--- config.mk ---
export PLATFORM = sky130hd
export DESIGN_NAME = signed_restoring_divider
export DESIGN_NICKNAME = d
export VERILOG_FILES = /design/src/srd_pkg.sv /design/src/srd_ctrl.sv /design/src/srd_datapath.sv /design/src/signed_restoring_divider.sv
export SDC_FILE = /design/constraint.sdc
export NUM_CORES = 1
export LEC_CHECK = 0
export ABC_AREA = 1
export BUFFER_PORTS_ARGS = -buffer_cell sky130_fd_sc_hd__buf_2
export CORE_AREA = 3 3 163 165
export CTS_CLUSTER_SIZE = 16
export DETAILED_ROUTE_END_ITERATION = 7
export DIE_AREA = 0 0 166 168
export PLACE_DENSITY_LB_ADDON = 0.12
export SLEW_MARGIN = 20
export SYNTH_ARGS = -nofsm -noshare
export SYNTH_HDL_FRONTEND = slang
export SYNTH_SLANG_ARGS = --single-unit
--- constraint.sdc ---
create_clock -name clock -period 4.5 [get_ports clock]
set_input_delay 0.675 -clock clock [delete_from_list [all_inputs] [get_ports clock]]
set_output_delay 0.675 -clock clock [all_outputs]
set_load 0.02 [all_outputs]
--- src/srd_pkg.sv ---
// Shared width, controller states and command struct of the signed restoring divider.
package srd_pkg;

   localparam int WIDTH = 32;
   localparam int CNT_W = (WIDTH > 2) ? $clog2(WIDTH) : 1;

   typedef enum logic [1:0] {
      ST_IDLE,
      ST_RUN,
      ST_FIX
   } state_type;

   // Commands from the controller to the datapath.
   typedef struct packed {
      logic load;     // capture operand magnitudes and signs
      logic step;     // one restoring iteration
      logic finish;   // sign fix-up into the output register
   } cmd_type;

endpackage

--- src/srd_ctrl.sv ---
// Controller state machine: sequences load, iterations and fix-up, and owns the handshakes.
module srd_ctrl
   import srd_pkg::*;
(
   input  logic    clock,
   input  logic    reset,
   input  logic    req_tvalid,
   output logic    req_tready,
   output logic    rsp_tvalid,
   input  logic    rsp_tready,
   output cmd_type cmd
);

   state_type        state_ff, state_in;
   logic [CNT_W-1:0] cnt_ff, cnt_in;
   logic             rsp_valid_ff, rsp_valid_in;
   logic             out_free;
   logic             last_step;

   assign out_free  = !rsp_valid_ff || rsp_tready;
   assign last_step = (cnt_ff == CNT_W'(WIDTH - 1));

   always_comb begin
      state_in = state_ff;
      unique case (state_ff)
         ST_IDLE: begin
            if (req_tvalid) state_in = ST_RUN;
         end
         ST_RUN: begin
            if (last_step) state_in = ST_FIX;
         end
         ST_FIX: begin
            if (out_free) state_in = ST_IDLE;
         end
         default: state_in = ST_IDLE;
      endcase
   end

   always_comb begin
      req_tready  = 1'b0;
      cmd.load    = 1'b0;
      cmd.step    = 1'b0;
      cmd.finish  = 1'b0;
      cnt_in      = cnt_ff;
      unique case (state_ff)
         ST_IDLE: begin
            req_tready = 1'b1;
            cmd.load   = req_tvalid;
            cnt_in     = '0;
         end
         ST_RUN: begin
            cmd.step = 1'b1;
            cnt_in   = cnt_ff + CNT_W'(1);
         end
         ST_FIX: begin
            cmd.finish = out_free;
         end
         default: begin
            cnt_in = '0;
         end
      endcase
   end

   // The result register stays full until the downstream side takes it.
   always_comb begin
      rsp_valid_in = rsp_valid_ff;
      if (rsp_tready) rsp_valid_in = 1'b0;
      if (cmd.finish) rsp_valid_in = 1'b1;
   end

   assign rsp_tvalid = rsp_valid_ff;

   always_ff @(posedge clock) begin
      if (reset) begin
         state_ff     <= ST_IDLE;
         cnt_ff       <= '0;
         rsp_valid_ff <= 1'b0;
      end else begin
         state_ff     <= state_in;
         cnt_ff       <= cnt_in;
         rsp_valid_ff <= rsp_valid_in;
      end
   end

endmodule

--- src/srd_datapath.sv ---
// Datapath: operand magnitudes, restoring iteration, sign fix-up and result register.
module srd_datapath
   import srd_pkg::*;
(
   input  logic             clock,
   input  cmd_type          cmd,
   input  logic [WIDTH-1:0] dividend,
   input  logic [WIDTH-1:0] divisor,
   output logic [WIDTH-1:0] quotient,
   output logic [WIDTH-1:0] remainder,
   output logic             divide_by_zero,
   output logic             overflow
);

   logic [WIDTH-1:0] acc_ff, acc_in;
   logic [WIDTH-1:0] q_ff, q_in;
   logic [WIDTH-1:0] bm_ff, bm_in;
   logic             an_ff, an_in;
   logic             bn_ff, bn_in;
   logic             zero_ff, zero_in;

   logic [WIDTH-1:0] quo_ff, quo_in;
   logic [WIDTH-1:0] rem_ff, rem_in;
   logic             dbz_ff, dbz_in;
   logic             ovf_ff, ovf_in;

   logic [WIDTH:0]   acc_sh;
   logic [WIDTH:0]   diff;
   logic [WIDTH-1:0] q_neg;
   logic [WIDTH-1:0] acc_neg;

   // The partial remainder stays below the divisor magnitude, so one extra bit
   // after the shift is enough; a clear top bit of the difference means no borrow.
   assign acc_sh  = {acc_ff, q_ff[WIDTH-1]};
   assign diff    = acc_sh - {1'b0, bm_ff};
   assign q_neg   = ~q_ff + WIDTH'(1);
   assign acc_neg = ~acc_ff + WIDTH'(1);

   always_comb begin
      acc_in  = acc_ff;
      q_in    = q_ff;
      bm_in   = bm_ff;
      an_in   = an_ff;
      bn_in   = bn_ff;
      zero_in = zero_ff;
      if (cmd.load) begin
         an_in   = dividend[WIDTH-1];
         bn_in   = divisor[WIDTH-1];
         q_in    = dividend[WIDTH-1] ? (~dividend + WIDTH'(1)) : dividend;
         bm_in   = divisor[WIDTH-1] ? (~divisor + WIDTH'(1)) : divisor;
         acc_in  = '0;
         zero_in = (divisor == '0);
      end else if (cmd.step) begin
         if (!diff[WIDTH]) begin
            acc_in = diff[WIDTH-1:0];
            q_in   = {q_ff[WIDTH-2:0], 1'b1};
         end else begin
            acc_in = acc_sh[WIDTH-1:0];
            q_in   = {q_ff[WIDTH-2:0], 1'b0};
         end
      end
   end

   always_comb begin
      quo_in = quo_ff;
      rem_in = rem_ff;
      dbz_in = dbz_ff;
      ovf_in = ovf_ff;
      if (cmd.finish) begin
         dbz_in = zero_ff;
         ovf_in = 1'b0;
         priority if (zero_ff) begin
            quo_in = '0;
            rem_in = '0;
         end else begin
            rem_in = an_ff ? acc_neg : acc_ff;
            priority if (an_ff != bn_ff) begin
               quo_in = q_neg;
            end else if (q_ff[WIDTH-1]) begin
               // Most negative dividend over minus one: clamp to the largest positive value.
               quo_in = {1'b0, {(WIDTH-1){1'b1}}};
               ovf_in = 1'b1;
            end else begin
               quo_in = q_ff;
            end
         end
      end
   end

   always_ff @(posedge clock) begin
      acc_ff  <= acc_in;
      q_ff    <= q_in;
      bm_ff   <= bm_in;
      an_ff   <= an_in;
      bn_ff   <= bn_in;
      zero_ff <= zero_in;
      quo_ff  <= quo_in;
      rem_ff  <= rem_in;
      dbz_ff  <= dbz_in;
      ovf_ff  <= ovf_in;
   end

   assign quotient       = quo_ff;
   assign remainder      = rem_ff;
   assign divide_by_zero = dbz_ff;
   assign overflow       = ovf_ff;

endmodule

--- src/signed_restoring_divider.sv ---
// Top level of the signed restoring divider: stream ports, controller and datapath.
//
// Divides a signed dividend by a signed divisor and returns a quotient truncated
// toward zero, a remainder with the dividend's sign, and two flags. A zero
// divisor gives zero results with divide_by_zero set; the most negative
// dividend over minus one gives the largest positive quotient with overflow set.
// One request is in work at a time; from acceptance until the next request can be
// accepted it passes the acceptance in the idle state, one quotient bit per cycle
// in the single shared subtract-and-restore unit (32 iterations), and a sign
// fix-up state that writes the result register. The result register lets a new
// request start while the previous result waits; if that result is still not
// taken when the next fix-up is due, the divider holds in fix-up.
module signed_restoring_divider
   import srd_pkg::*;
(
   input  logic                 clock,
   input  logic                 reset,
   input  logic                 req_tvalid,
   output logic                 req_tready,
   input  logic [2*WIDTH-1:0]   req_tdata,   // dividend, divisor
   output logic                 rsp_tvalid,
   input  logic                 rsp_tready,
   output logic [2*WIDTH-1:0]   rsp_tdata,   // quotient, remainder
   output logic [1:0]           rsp_tuser    // divide_by_zero, overflow
);

   cmd_type          cmd;
   logic [WIDTH-1:0] quotient;
   logic [WIDTH-1:0] remainder;
   logic             divide_by_zero;
   logic             overflow;

   srd_ctrl u_ctrl (
      .clock      (clock),
      .reset      (reset),
      .req_tvalid (req_tvalid),
      .req_tready (req_tready),
      .rsp_tvalid (rsp_tvalid),
      .rsp_tready (rsp_tready),
      .cmd        (cmd)
   );

   srd_datapath u_datapath (
      .clock          (clock),
      .cmd            (cmd),
      .dividend       (req_tdata[WIDTH-1:0]),
      .divisor        (req_tdata[2*WIDTH-1:WIDTH]),
      .quotient       (quotient),
      .remainder      (remainder),
      .divide_by_zero (divide_by_zero),
      .overflow       (overflow)
   );

   assign rsp_tdata = {remainder, quotient};
   assign rsp_tuser = {overflow, divide_by_zero};

endmodule
==> flow_metrics.env, run 1 <==
export IMPL_wire_per_inst_um=15.5
export IMPL_finalCritPeriodShare_pct=67.9
export IMPL_synth_simple_area_share_pct=33.1
export IMPL_setup_tns_final_ns=0
export IMPL_routed_via_density=5.24
export IMPL_io_pins=136
export IMPL_synth_cells=1823
export IMPL_worstHoldPathType="input pin to register"
export IMPL_reg2reg_depth=16
export IMPL_die_w_um=166
export IMPL_yosys_area_top_type_share_pct=32.0
export IMPL_relSlewSlack_pct=43.7
export IMPL_synth_compound_area_share_pct=8.69
export IMPL_critical_path_endpoint_type="register"
export IMPL_grt_max_degree=67
export IMPL_syn_nets=1930
export IMPL_synth_top_family_by_area="simple AND/OR/NAND/NOR gates"
export IMPL_pre_cts_ws_ns=1.50
export IMPL_slowest_delay_ns=0.39
export IMPL_status="finished clean"
export IMPL_finalClockSkew_ns=0.0131
export IMPL_critPathTopFamily="simple AND/OR/NAND/NOR gates"
export IMPL_fp_coreArea_mm2=0.0252
export IMPL_finalHoldViolations=0
export IMPL_cp_slowest_cell="nand2_4"
export IMPL_synthAdderAreaFrac_pct=3.97
export IMPL_layout_common_cells="550 x nand2_1, 324 x inv_1, 175 x nor2_1, 144 x nand3_1, 135 x buf_2"
export IMPL_cp_max_fo=33
export IMPL_drv_cap=0
export IMPL_numCtsBuffers=17
export IMPL_synth_area_leader_cell="edfxtp_1"
export IMPL_grtUsageTotal_pct=25.0
export IMPL_max_clock_path_buffers=2
export IMPL_n_antenna_cell=0
export IMPL_die_h_um=168
export IMPL_powerDensity_mw_per_mm2=485
export IMPL_hold_path_depth=2
export IMPL_detail_route_wirelength_um=35400
export IMPL_yosys_warnings=0
export IMPL_startpoint_type="register"
export IMPL_ant_nets=0
export IMPL_io_buffers=135
export IMPL_synth_flop_cell="edfxtp_1"
export IMPL_finalSetupViolCount=0
export IMPL_worstPathArrival_ns=3.33
export IMPL_worstMarginPinSlew_ns=0.842
export IMPL_root_buffer="clkbuf_16"
export IMPL_ir_drop_uv=333
export IMPL_grt_pass1_wl_um=56400
export IMPL_drc=0
export IMPL_syn2layout_area_growth_pct=12.5
export IMPL_antenna_found_initial=0
export IMPL_routabilityCongestion=0.955
export IMPL_vias=11980
export IMPL_slew_viol_final=0
export IMPL_min_period_ns=3.05
export IMPL_cts_tree="done"
export IMPL_rows=58
export IMPL_ff_latch_area_mm2=0.00479
export IMPL_initialDrtViolationCount=1083
export IMPL_final_common_cell="nand2_1"
export IMPL_hold_buffers=0
export IMPL_synthMuxAreaShare_pct=0
export IMPL_synth_edf_count=133
export IMPL_fillers=2462
export IMPL_synth_area_leaders="edfxtp_1 32%, nand2_1 17%, inv_1 9.8%"
export IMPL_synth_cell_types=51
export IMPL_yosys_area_share_xor_xnor_pct=4.28
export IMPL_fin_nets=2050
export IMPL_cpMostUsedCell="nand2_1"
export IMPL_rsz0062_at_grt="false"
export IMPL_cts_sinks=173
export IMPL_cts_resized_gates=0
export IMPL_hpwl_um=27700
export IMPL_critPathBufInv=2
export IMPL_synth_avg_cell_area_um2=6.85
export IMPL_crit_chain="inv_1 -> ha_1 -> fa_1 -> inv_1 -> nand2_1 -> nand2_1 -> nand3_1 -> nand2_2 -> nand2_1 -> nand2_1 -> nand2_2 -> nand2_2 -> nand2_4 -> nand2_4 -> nand2_1 -> o21ai_0"
export IMPL_ys_seq_area_share_pct=38.4
export IMPL_multi_input_area_mm2=0.00625
export IMPL_fmax_mhz=327
export IMPL_worst_path_stages=16
export IMPL_initial_core_util_pct=49.6
export IMPL_htree_num_levels=4
export IMPL_synthArstFlopShare_pct=0
export IMPL_finalWorstSetupSlack_ns=1.45
export IMPL_cp_required_ns=4.78
export IMPL_post_cts_buffers=0
export IMPL_grt_overflow=0
export IMPL_final_layout_size_suffix_gt1_share_pct=10.6
export IMPL_die_area_mm2=0.0279
export IMPL_grt_pass1_vias=10696
export IMPL_synthesis_area_mm2=0.0125
export IMPL_p_leak_nw=7.08
export IMPL_crit_type="register to register"
export IMPL_drt_first_pass_iters=6
export IMPL_clk_latency_ns=0.43
export IMPL_ys_ff_latch=173
export IMPL_clk_pin_slew_ns=0.08
[power by group]
part / total (mW) / switching (mW) / internal (mW)
Sequential: 2.24 / 0.257 / 1.98
Clock: 1.47 / 0.724 / 0.748
Combinational: 3.11 / 2.10 / 1.01
[layout make-up]
class	count	area share [%]
Timing Repair Buffer	146	5.40
Sequential cell	173	34.1
Inverter	328	8.76
Clock buffer	17	3.03
Multi-Input combinational cell	1277	44.5
Clock inverter	15	1.22
Tap cell	330	2.94
[per-layer routing]
metal	up-vias	part of all wire, %	global-route usage (%)
li1	6072	-	-
met1	5416	48	38.5
met2	453	42	36.6
met3	39	8.7	4.46
met4	0	1.5	5.86
met5	-	0	0
[final timing paths]
path                                                    start  slack, ns                       endpoint
worst min register to register  u_ctrl.cnt_ff[4]$_SDFFE_PP0N_       0.48  u_ctrl.cnt_ff[4]$_SDFFE_PP0N_
worst max-delay path            u_datapath.q_ff[31]$_DFFE_PP_       1.45   u_datapath.q_ff[0]$_DFFE_PP_
worst max register to register  u_datapath.q_ff[31]$_DFFE_PP_       1.45   u_datapath.q_ff[0]$_DFFE_PP_
worst min-delay path                                    reset       0.46  u_ctrl.cnt_ff[4]$_SDFFE_PP0N_
[Yosys cell counts (all sizes together), types with 2 or more instances]
library cell	instances
nor3	39
inv	327
nand3b	3
a31oi	11
nor2	182
o21a	4
o211ai	6
o21ai	96
o311a	2
buf	20
o31ai	4
ha	38
a21oi	60
edfxtp	133
dfxtp	40
a211oi	4
nand2	556
or2	11
xor2	47
clkbuf	25
nor4	7
xnor2	14
and2	9
nand3	145
nand4	26
[kinds of logic after synthesis]
kind of cell / after synthesis
flip-flops: 173
adder cells (fa/ha/maj): 39
AND/OR/NAND/NOR: 981
buffers and inverters: 373
AO/OA/AOI/OAI: 196
XOR/XNOR: 61
[through the flow]
stage | instances | total power, mW | hold slack, ns | utilization [%] | instance area (um^2)
2_1_floorplan | 1823 | 4.55 | 0.443 | - | 12500
5_1_grt | 2286 | 7.39 | 0.476 | 55.8 | 14000
3_5_place_dp | 2254 | 5.32 | 0.472 | 53.4 | 13500
4_1_cts | 2286 | 6.81 | 0.458 | 55.8 | 14000
3_3_place_gp | 2254 | 5.29 | 0.460 | 53.4 | 13500
6_report | 2286 | 6.81 | 0.464 | 55.8 | 14000
[flip-flops by register name, summed over array words and instances (netlist names), 2 cells and up]
signal	count
u_ctrl.state_ff	2
u_datapath.acc_ff	32
u_datapath.remainder	32
u_datapath.q_ff	32
u_ctrl.cnt_ff	5
u_datapath.quotient	32
u_datapath.bm_ff	32
[worst reg2reg max path: stages (launching register included)]
cell and delay, ns:
edfxtp_1 0.37, inv_1 0.15, ha_1 0.25, fa_1 0.38, inv_1 0.08, nand2_1 0.06
nand2_1 0.07, nand3_1 0.10, nand2_2 0.15, nand2_1 0.06, nand2_1 0.14, nand2_2 0.09
nand2_2 0.08, nand2_4 0.22, nand2_4 0.40, nand2_1 0.18, o21ai_0 0.11
(Power assumes the default switching activity.)
==> run 2, diff against run 1 <==
clock period = 2.8 ns   (was 4.5 ns; I/O delays follow)
==> run 2 against run 1 <==
  * Setup slack got worse by 1.2 ns
  * Sequential power rose by 60%
  * Highest routed layer unchanged
  * Non-clock buffer count increased by 15
  * Sequential share of layout area decreased by 0.34 points
==> flow_metrics.env, run 2 (same netlist as run 1, synthesis figures left out) <==
export IMPL_status="finished clean"
export IMPL_routabilityCongestion=0.937
export IMPL_hold_buffers=0
export IMPL_relSlewSlack_pct=68.2
export IMPL_io_buffers=135
export IMPL_drv_cap=0
export IMPL_powerDensity_mw_per_mm2=778
export IMPL_ant_nets=0
export IMPL_wire_per_inst_um=15.4
export IMPL_die_area_mm2=0.0279
export IMPL_cts_tree="done"
export IMPL_grt_max_degree=57
export IMPL_rsz0062_at_grt="false"
export IMPL_cpMostUsedCell="nand2_1"
export IMPL_final_layout_size_suffix_gt1_share_pct=11.3
export IMPL_grt_pass1_wl_um=56400
export IMPL_finalClockSkew_ns=0.0176
export IMPL_n_antenna_cell=0
export IMPL_r2r_setup_slack_ns=0.25
export IMPL_met3_usage_pct=4.65
export IMPL_fillers=2477
export IMPL_r2r_end="u_datapath.q_ff[0]$_DFFE_PP_"
export IMPL_p_leak_nw=7.17
export IMPL_numCtsBuffers=17
export IMPL_htree_num_levels=4
export IMPL_busiest_layer="met1"
export IMPL_cp_max_fo=33
export IMPL_clk_pin_slew_ns=0.08
export IMPL_crit_chain="inv_1 -> ha_1 -> fa_1 -> inv_1 -> nand2_1 -> nand2_1 -> nand3_1 -> nand2_2 -> nand2_1 -> nand2_1 -> nand2_2 -> nand3_2 -> nand2_4 -> nand2_1 -> o21ai_0"
export IMPL_placedInstanceArea_mm2=0.0136
export IMPL_critPathTopFamily="simple AND/OR/NAND/NOR gates"
export IMPL_grt_overflow=0
export IMPL_drt_first_pass_iters=6
export IMPL_syn2layout_area_growth_pct=13.7
export IMPL_final_cell_area_mm2=0.0142
export IMPL_cp_slowest_cell="fa_1"
export IMPL_critPathLaunch="u_datapath.q_ff[31]$_DFFE_PP_"
export IMPL_finalSetupViolCount=0
export IMPL_worstMarginPinSlew_ns=0.473
export IMPL_die_w_um=166
export IMPL_worstSetupEndpoint="u_datapath.q_ff[0]$_DFFE_PP_"
export IMPL_worst_path_stages=15
export IMPL_grt_met2_usage_pct=36.4
export IMPL_worstPathArrival_ns=2.73
export IMPL_io_pins=136
export IMPL_slew_viol_final=0
export IMPL_antenna_found_initial=0
export IMPL_critPathBufInv=2
export IMPL_rr_startpoint="u_datapath.q_ff[31]$_DFFE_PP_"
export IMPL_routed_via_density=5.19
export IMPL_fin_nets=2065
export IMPL_vias=11940
export IMPL_fmax_mhz=392
export IMPL_critical_path_endpoint_type="register"
export IMPL_clk_latency_ns=0.44
export IMPL_drc=0
export IMPL_ir_drop_uv=404
export IMPL_slowest_delay_ns=0.39
export IMPL_initialDrtViolationCount=1209
export IMPL_die_h_um=168
export IMPL_min_period_ns=2.55
export IMPL_worstHoldPathType="input pin to register"
export IMPL_finalCritPeriodShare_pct=91.1
export IMPL_finalHoldViolations=0
export IMPL_cts_sinks=173
export IMPL_use_met1_pct=38.3
export IMPL_grtUsageTotal_pct=25.1
export IMPL_max_clock_path_buffers=2
export IMPL_layout_common_cells="550 x nand2_1, 324 x inv_1, 175 x nor2_1, 144 x nand3_1, 135 x buf_2"
export IMPL_setup_tns_final_ns=0
export IMPL_cp_required_ns=2.98
export IMPL_rows=58
export IMPL_initial_core_util_pct=49.6
export IMPL_fp_coreArea_mm2=0.0252
export IMPL_crit_type="register to register"
export IMPL_detail_route_wirelength_um=35400
export IMPL_hpwl_um=27900
export IMPL_root_buffer="clkbuf_16"
export IMPL_final_common_cell="nand2_1"
export IMPL_grt_pass1_vias=10643
export IMPL_startpoint_type="register"
export IMPL_reg2reg_depth=15
## run 2: final cells by class
type	instances	area, um^2	area share, %
Clock inverter	15	185	1.30
Multi-Input combinational cell	1277	6250	44.1
Timing Repair Buffer	161	887	6.25
Tap cell	330	413	2.91
Clock buffer	17	425	3.00
Inverter	328	1230	8.68
Sequential cell	173	4790	33.8
## run 2: worst min-delay path by stage
stage | cells after the start | end | slack (ns) | from
after floorplan | 2 | u_ctrl.cnt_ff[4]$_SDFFE_PP0N_ | 0.44 | u_ctrl.cnt_ff[4]$_SDFFE_PP0N_
after global placement | 2 | u_ctrl.cnt_ff[4]$_SDFFE_PP0N_ | 0.46 | u_ctrl.cnt_ff[4]$_SDFFE_PP0N_
after detailed placement | 2 | u_ctrl.cnt_ff[4]$_SDFFE_PP0N_ | 0.46 | u_ctrl.cnt_ff[4]$_SDFFE_PP0N_
after CTS | 2 | u_ctrl.cnt_ff[4]$_SDFFE_PP0N_ | 0.20 | reset
after global routing | 1 | u_datapath.bm_ff[0]$_DFFE_PP_ | 0.22 | req_tdata[32]
final | 2 | u_ctrl.cnt_ff[4]$_SDFFE_PP0N_ | 0.21 | reset
## run 2: timing repair
| action | in CTS | in global routing |
|---|---|---|
| setup endpoints to repair | 0 | 13 |
| gates resized for setup | 0 | 1 |
| setup buffers | 0 | 0 |
## run 2: report_power, final
part | total, mW | switching, mW | internal (mW)
logic | 5.04 | 3.37 | 1.68
clock network | 2.42 | 1.20 | 1.22
registers | 3.58 | 0.396 | 3.18
total | 11.0 | 4.96 | 6.08
## run 2: metal layers
metal | up-vias | share of wire, % | wire [um]
met4 | 0 | 2.1 | 754
met2 | 435 | 41 | 14700
met3 | 39 | 8.5 | 2990
li1 | 6098 | - | -
met5 | - | 0 | 0
met1 | 5368 | 48 | 16900
## run 2: metrics by stage
stage               cells  utilization, %  hold slack, ns  power (mW)  setup WS, ns
floorplan            1823               -           0.443        7.32         0.138
global placement     2269            53.9           0.460        8.51         0.306
detailed placement   2269            53.9           0.463        8.60         0.207
CTS                  2301            56.3           0.197        11.0         0.198
global route         2301            56.4           0.219        12.0        0.0162
finish               2301            56.4           0.211        11.0         0.250
## run 2: worst reg2reg max path, delay by kind of cell, from the launching register on
family	cells	cell delay, ns
flip-flops	1	0.36
AO/OA/AOI/OAI	1	0.08
adder cells (fa/ha/maj)	2	0.60
buffers and inverters	2	0.17
AND/OR/NAND/NOR	10	1.08
==> run 3, diff against run 2 <==
==> constraint.sdc (replaced) <==
create_clock -name clock -period 2.8 [get_ports clock]
set_input_delay 0.42 -clock clock [delete_from_list [all_inputs] [get_ports clock]]
set_output_delay 0.42 -clock clock [all_outputs]
set_load 0.05 [all_outputs]
==> run 3 against run 2 <==
  * Fmax is 0.45% lower
  * Sequential share of layout area is 0.11 points lower
  * First-iteration DRC count is 11% higher
  * Clock skew is 0.00088 ns higher
  * Utilization is 0.19 points higher
  * Final cell count stayed put
  * Sequential power hardly changed
  * Global-route usage hardly changed
  * Register-to-register slack hardly changed
  * Highest routed layer unchanged
==> flow_metrics.env, run 3 (same netlist as run 1, synthesis figures left out) <==
export IMPL_post_cts_buffers=0
export IMPL_ff_latch_area_mm2=0.00479
export IMPL_worstSetupEndpoint="u_datapath.acc_ff[9]$_SDFFE_PP0P_"
export IMPL_p_sw_share_pct=44.6
export IMPL_layout_common_cells="550 x nand2_1, 324 x inv_1, 174 x nor2_1, 144 x nand3_1, 135 x buf_2"
export IMPL_initial_core_util_pct=49.6
export IMPL_min_period_ns=2.56
export IMPL_worstHoldPathType="input pin to register"
export IMPL_syn2layout_area_growth_pct=14.1
export IMPL_wire_per_inst_um=15.3
export IMPL_seq_power_share_pct=32.0
export IMPL_die_area_mm2=0.0279
export IMPL_r2r_setup_slack_ns=0.24
export IMPL_p_comb_share_pct=45.5
export IMPL_vias=11932
export IMPL_fmax_mhz=390
export IMPL_io_pins=136
export IMPL_drv_cap=0
export IMPL_root_buffer="clkbuf_16"
export IMPL_clk_latency_ns=0.44
export IMPL_cts_sinks=173
export IMPL_n_antenna_cell=0
export IMPL_ir_drop_uv=386
export IMPL_grt_pass1_wl_um=56400
export IMPL_initialDrtViolationCount=1343
export IMPL_clk_pin_slew_ns=0.07
export IMPL_max_clock_path_buffers=2
export IMPL_pwr_share_clk_pct=22.5
export IMPL_hpwl_um=27600
export IMPL_powerDensity_mw_per_mm2=785
export IMPL_hold_buffers=0
export IMPL_detail_route_wirelength_um=35100
export IMPL_cts_resized_gates=0
export IMPL_final_layout_size_suffix_gt1_share_pct=11.4
export IMPL_final_common_cell="nand2_1"
export IMPL_whs_ns=0.208
export IMPL_startpoint_type="register"
export IMPL_die_h_um=168
export IMPL_setup_tns_final_ns=0
export IMPL_r2r_end="u_datapath.acc_ff[9]$_SDFFE_PP0P_"
export IMPL_dp_cells=2269
export IMPL_p_sw_mw=4.98
export IMPL_fillers=2435
export IMPL_rows=58
export IMPL_drt_first_pass_iters=5
export IMPL_htree_num_levels=4
export IMPL_p_leak_nw=7.18
export IMPL_critical_path_endpoint_type="register"
export IMPL_stdcell_count=2301
export IMPL_fin_nets=2065
export IMPL_numCtsBuffers=17
export IMPL_io_buffers=135
export IMPL_critPathLaunch="u_datapath.q_ff[31]$_DFFE_PP_"
export IMPL_grt_max_degree=57
export IMPL_cp_max_fo=32
export IMPL_finalHoldViolations=0
export IMPL_slew_viol_final=0
export IMPL_multi_input_area_mm2=0.00626
export IMPL_grt_pass1_vias=10836
export IMPL_relSlewSlack_pct=67.1
export IMPL_rsz0062_at_grt="false"
export IMPL_intPower_mw=6.19
export IMPL_grtUsageTotal_pct=25.1
export IMPL_finalCritPeriodShare_pct=91.5
export IMPL_crit_type="register to register"
export IMPL_drc=0
export IMPL_ant_nets=0
export IMPL_status="finished clean"
export IMPL_fp_coreArea_mm2=0.0252
export IMPL_worstPathArrival_ns=2.89
export IMPL_finalSetupViolCount=0
export IMPL_routabilityCongestion=0.961
export IMPL_routed_via_density=5.19
export IMPL_die_w_um=166
export IMPL_worstMarginPinSlew_ns=0.489
export IMPL_reg2reg_depth=18
export IMPL_antenna_found_initial=0
export IMPL_finalClockSkew_ns=0.0184
export IMPL_cp_required_ns=3.13
export IMPL_cts_tree="done"
export IMPL_rr_startpoint="u_datapath.q_ff[31]$_DFFE_PP_"
export IMPL_grt_overflow=0
run 3: cell count changes in the layout (fill, tap and decap cells not counted), sizes merged:
cell,change
inv,-1
bufinv,+1
run 3: worst min-delay path by stage:
stage                                      startpoint                           endpoint  slack (ns)  depth (start not counted)
detailed placement  u_datapath.acc_ff[0]$_SDFFE_PP0P_  u_datapath.acc_ff[0]$_SDFFE_PP0P_        0.47                          2
finish                                          reset      u_ctrl.cnt_ff[1]$_SDFFE_PP0N_        0.21                          2
global placement        u_ctrl.cnt_ff[4]$_SDFFE_PP0N_      u_ctrl.cnt_ff[4]$_SDFFE_PP0N_        0.46                          2
global route                                    reset      u_ctrl.cnt_ff[4]$_SDFFE_PP0N_        0.21                          2
CTS                                             reset      u_ctrl.cnt_ff[1]$_SDFFE_PP0N_        0.20                          2
floorplan               u_ctrl.cnt_ff[4]$_SDFFE_PP0N_      u_ctrl.cnt_ff[4]$_SDFFE_PP0N_        0.44                          2
run 3: cell type report:
cell class	instances	area share [%]
Multi-Input combinational cell	1277	44.0
Sequential cell	173	33.7
Inverter	328	8.65
Timing Repair Buffer	161	6.29
Clock buffer	17	2.99
Tap cell	330	2.90
Clock inverter	15	1.49
run 3: power groups by stage:
stage	registers, mW	clock network, mW	logic (mW)
final	3.57	2.52	5.09
after global placement	3.62	0	4.90
after detailed placement	3.62	0	4.98
after global routing	3.61	2.64	5.85
after floorplan	3.46	0	3.86
after CTS	3.56	2.55	5.02
run 3: metrics by stage:
stage / setup WS [ns] / power [mW] / area [um^2] / utilization (%)
4_1_cts: 0.210 / 11.1 / 14200 / 56.5
3_5_place_dp: 0.228 / 8.60 / 13600 / 54.0
2_1_floorplan: 0.225 / 7.32 / 12500 / -
5_1_grt: 0.0106 / 12.1 / 14200 / 56.5
3_3_place_gp: 0.315 / 8.52 / 13600 / 54.0
6_report: 0.238 / 11.2 / 14200 / 56.5
run 3: layer usage:
layer  vias to the layer above  share of wire (%)  global-route usage [%]
li1                       6109                  -                       -
met5                         -                  0                       0
met2                       412                 41                    36.3
met3                        44                7.4                    3.99
met4                         0                2.3                    7.27
met1                      5367                 49                    38.8
run 3: worst max-delay path: stages, from the launching register on:
cell and delay [ns]:
edfxtp_1 0.39, inv_1 0.09, ha_1 0.21, fa_1 0.38, inv_1 0.08, nand2_1 0.06
nand2_1 0.08, nand3_1 0.08, nand2_2 0.14, nand2_1 0.06, nand2_1 0.12, nand2_2 0.08
nand2_2 0.08, nand2_4 0.07, buf_4 0.25, nand3_1 0.11, nand2_1 0.05, nand2_1 0.05
nand2_1 0.05
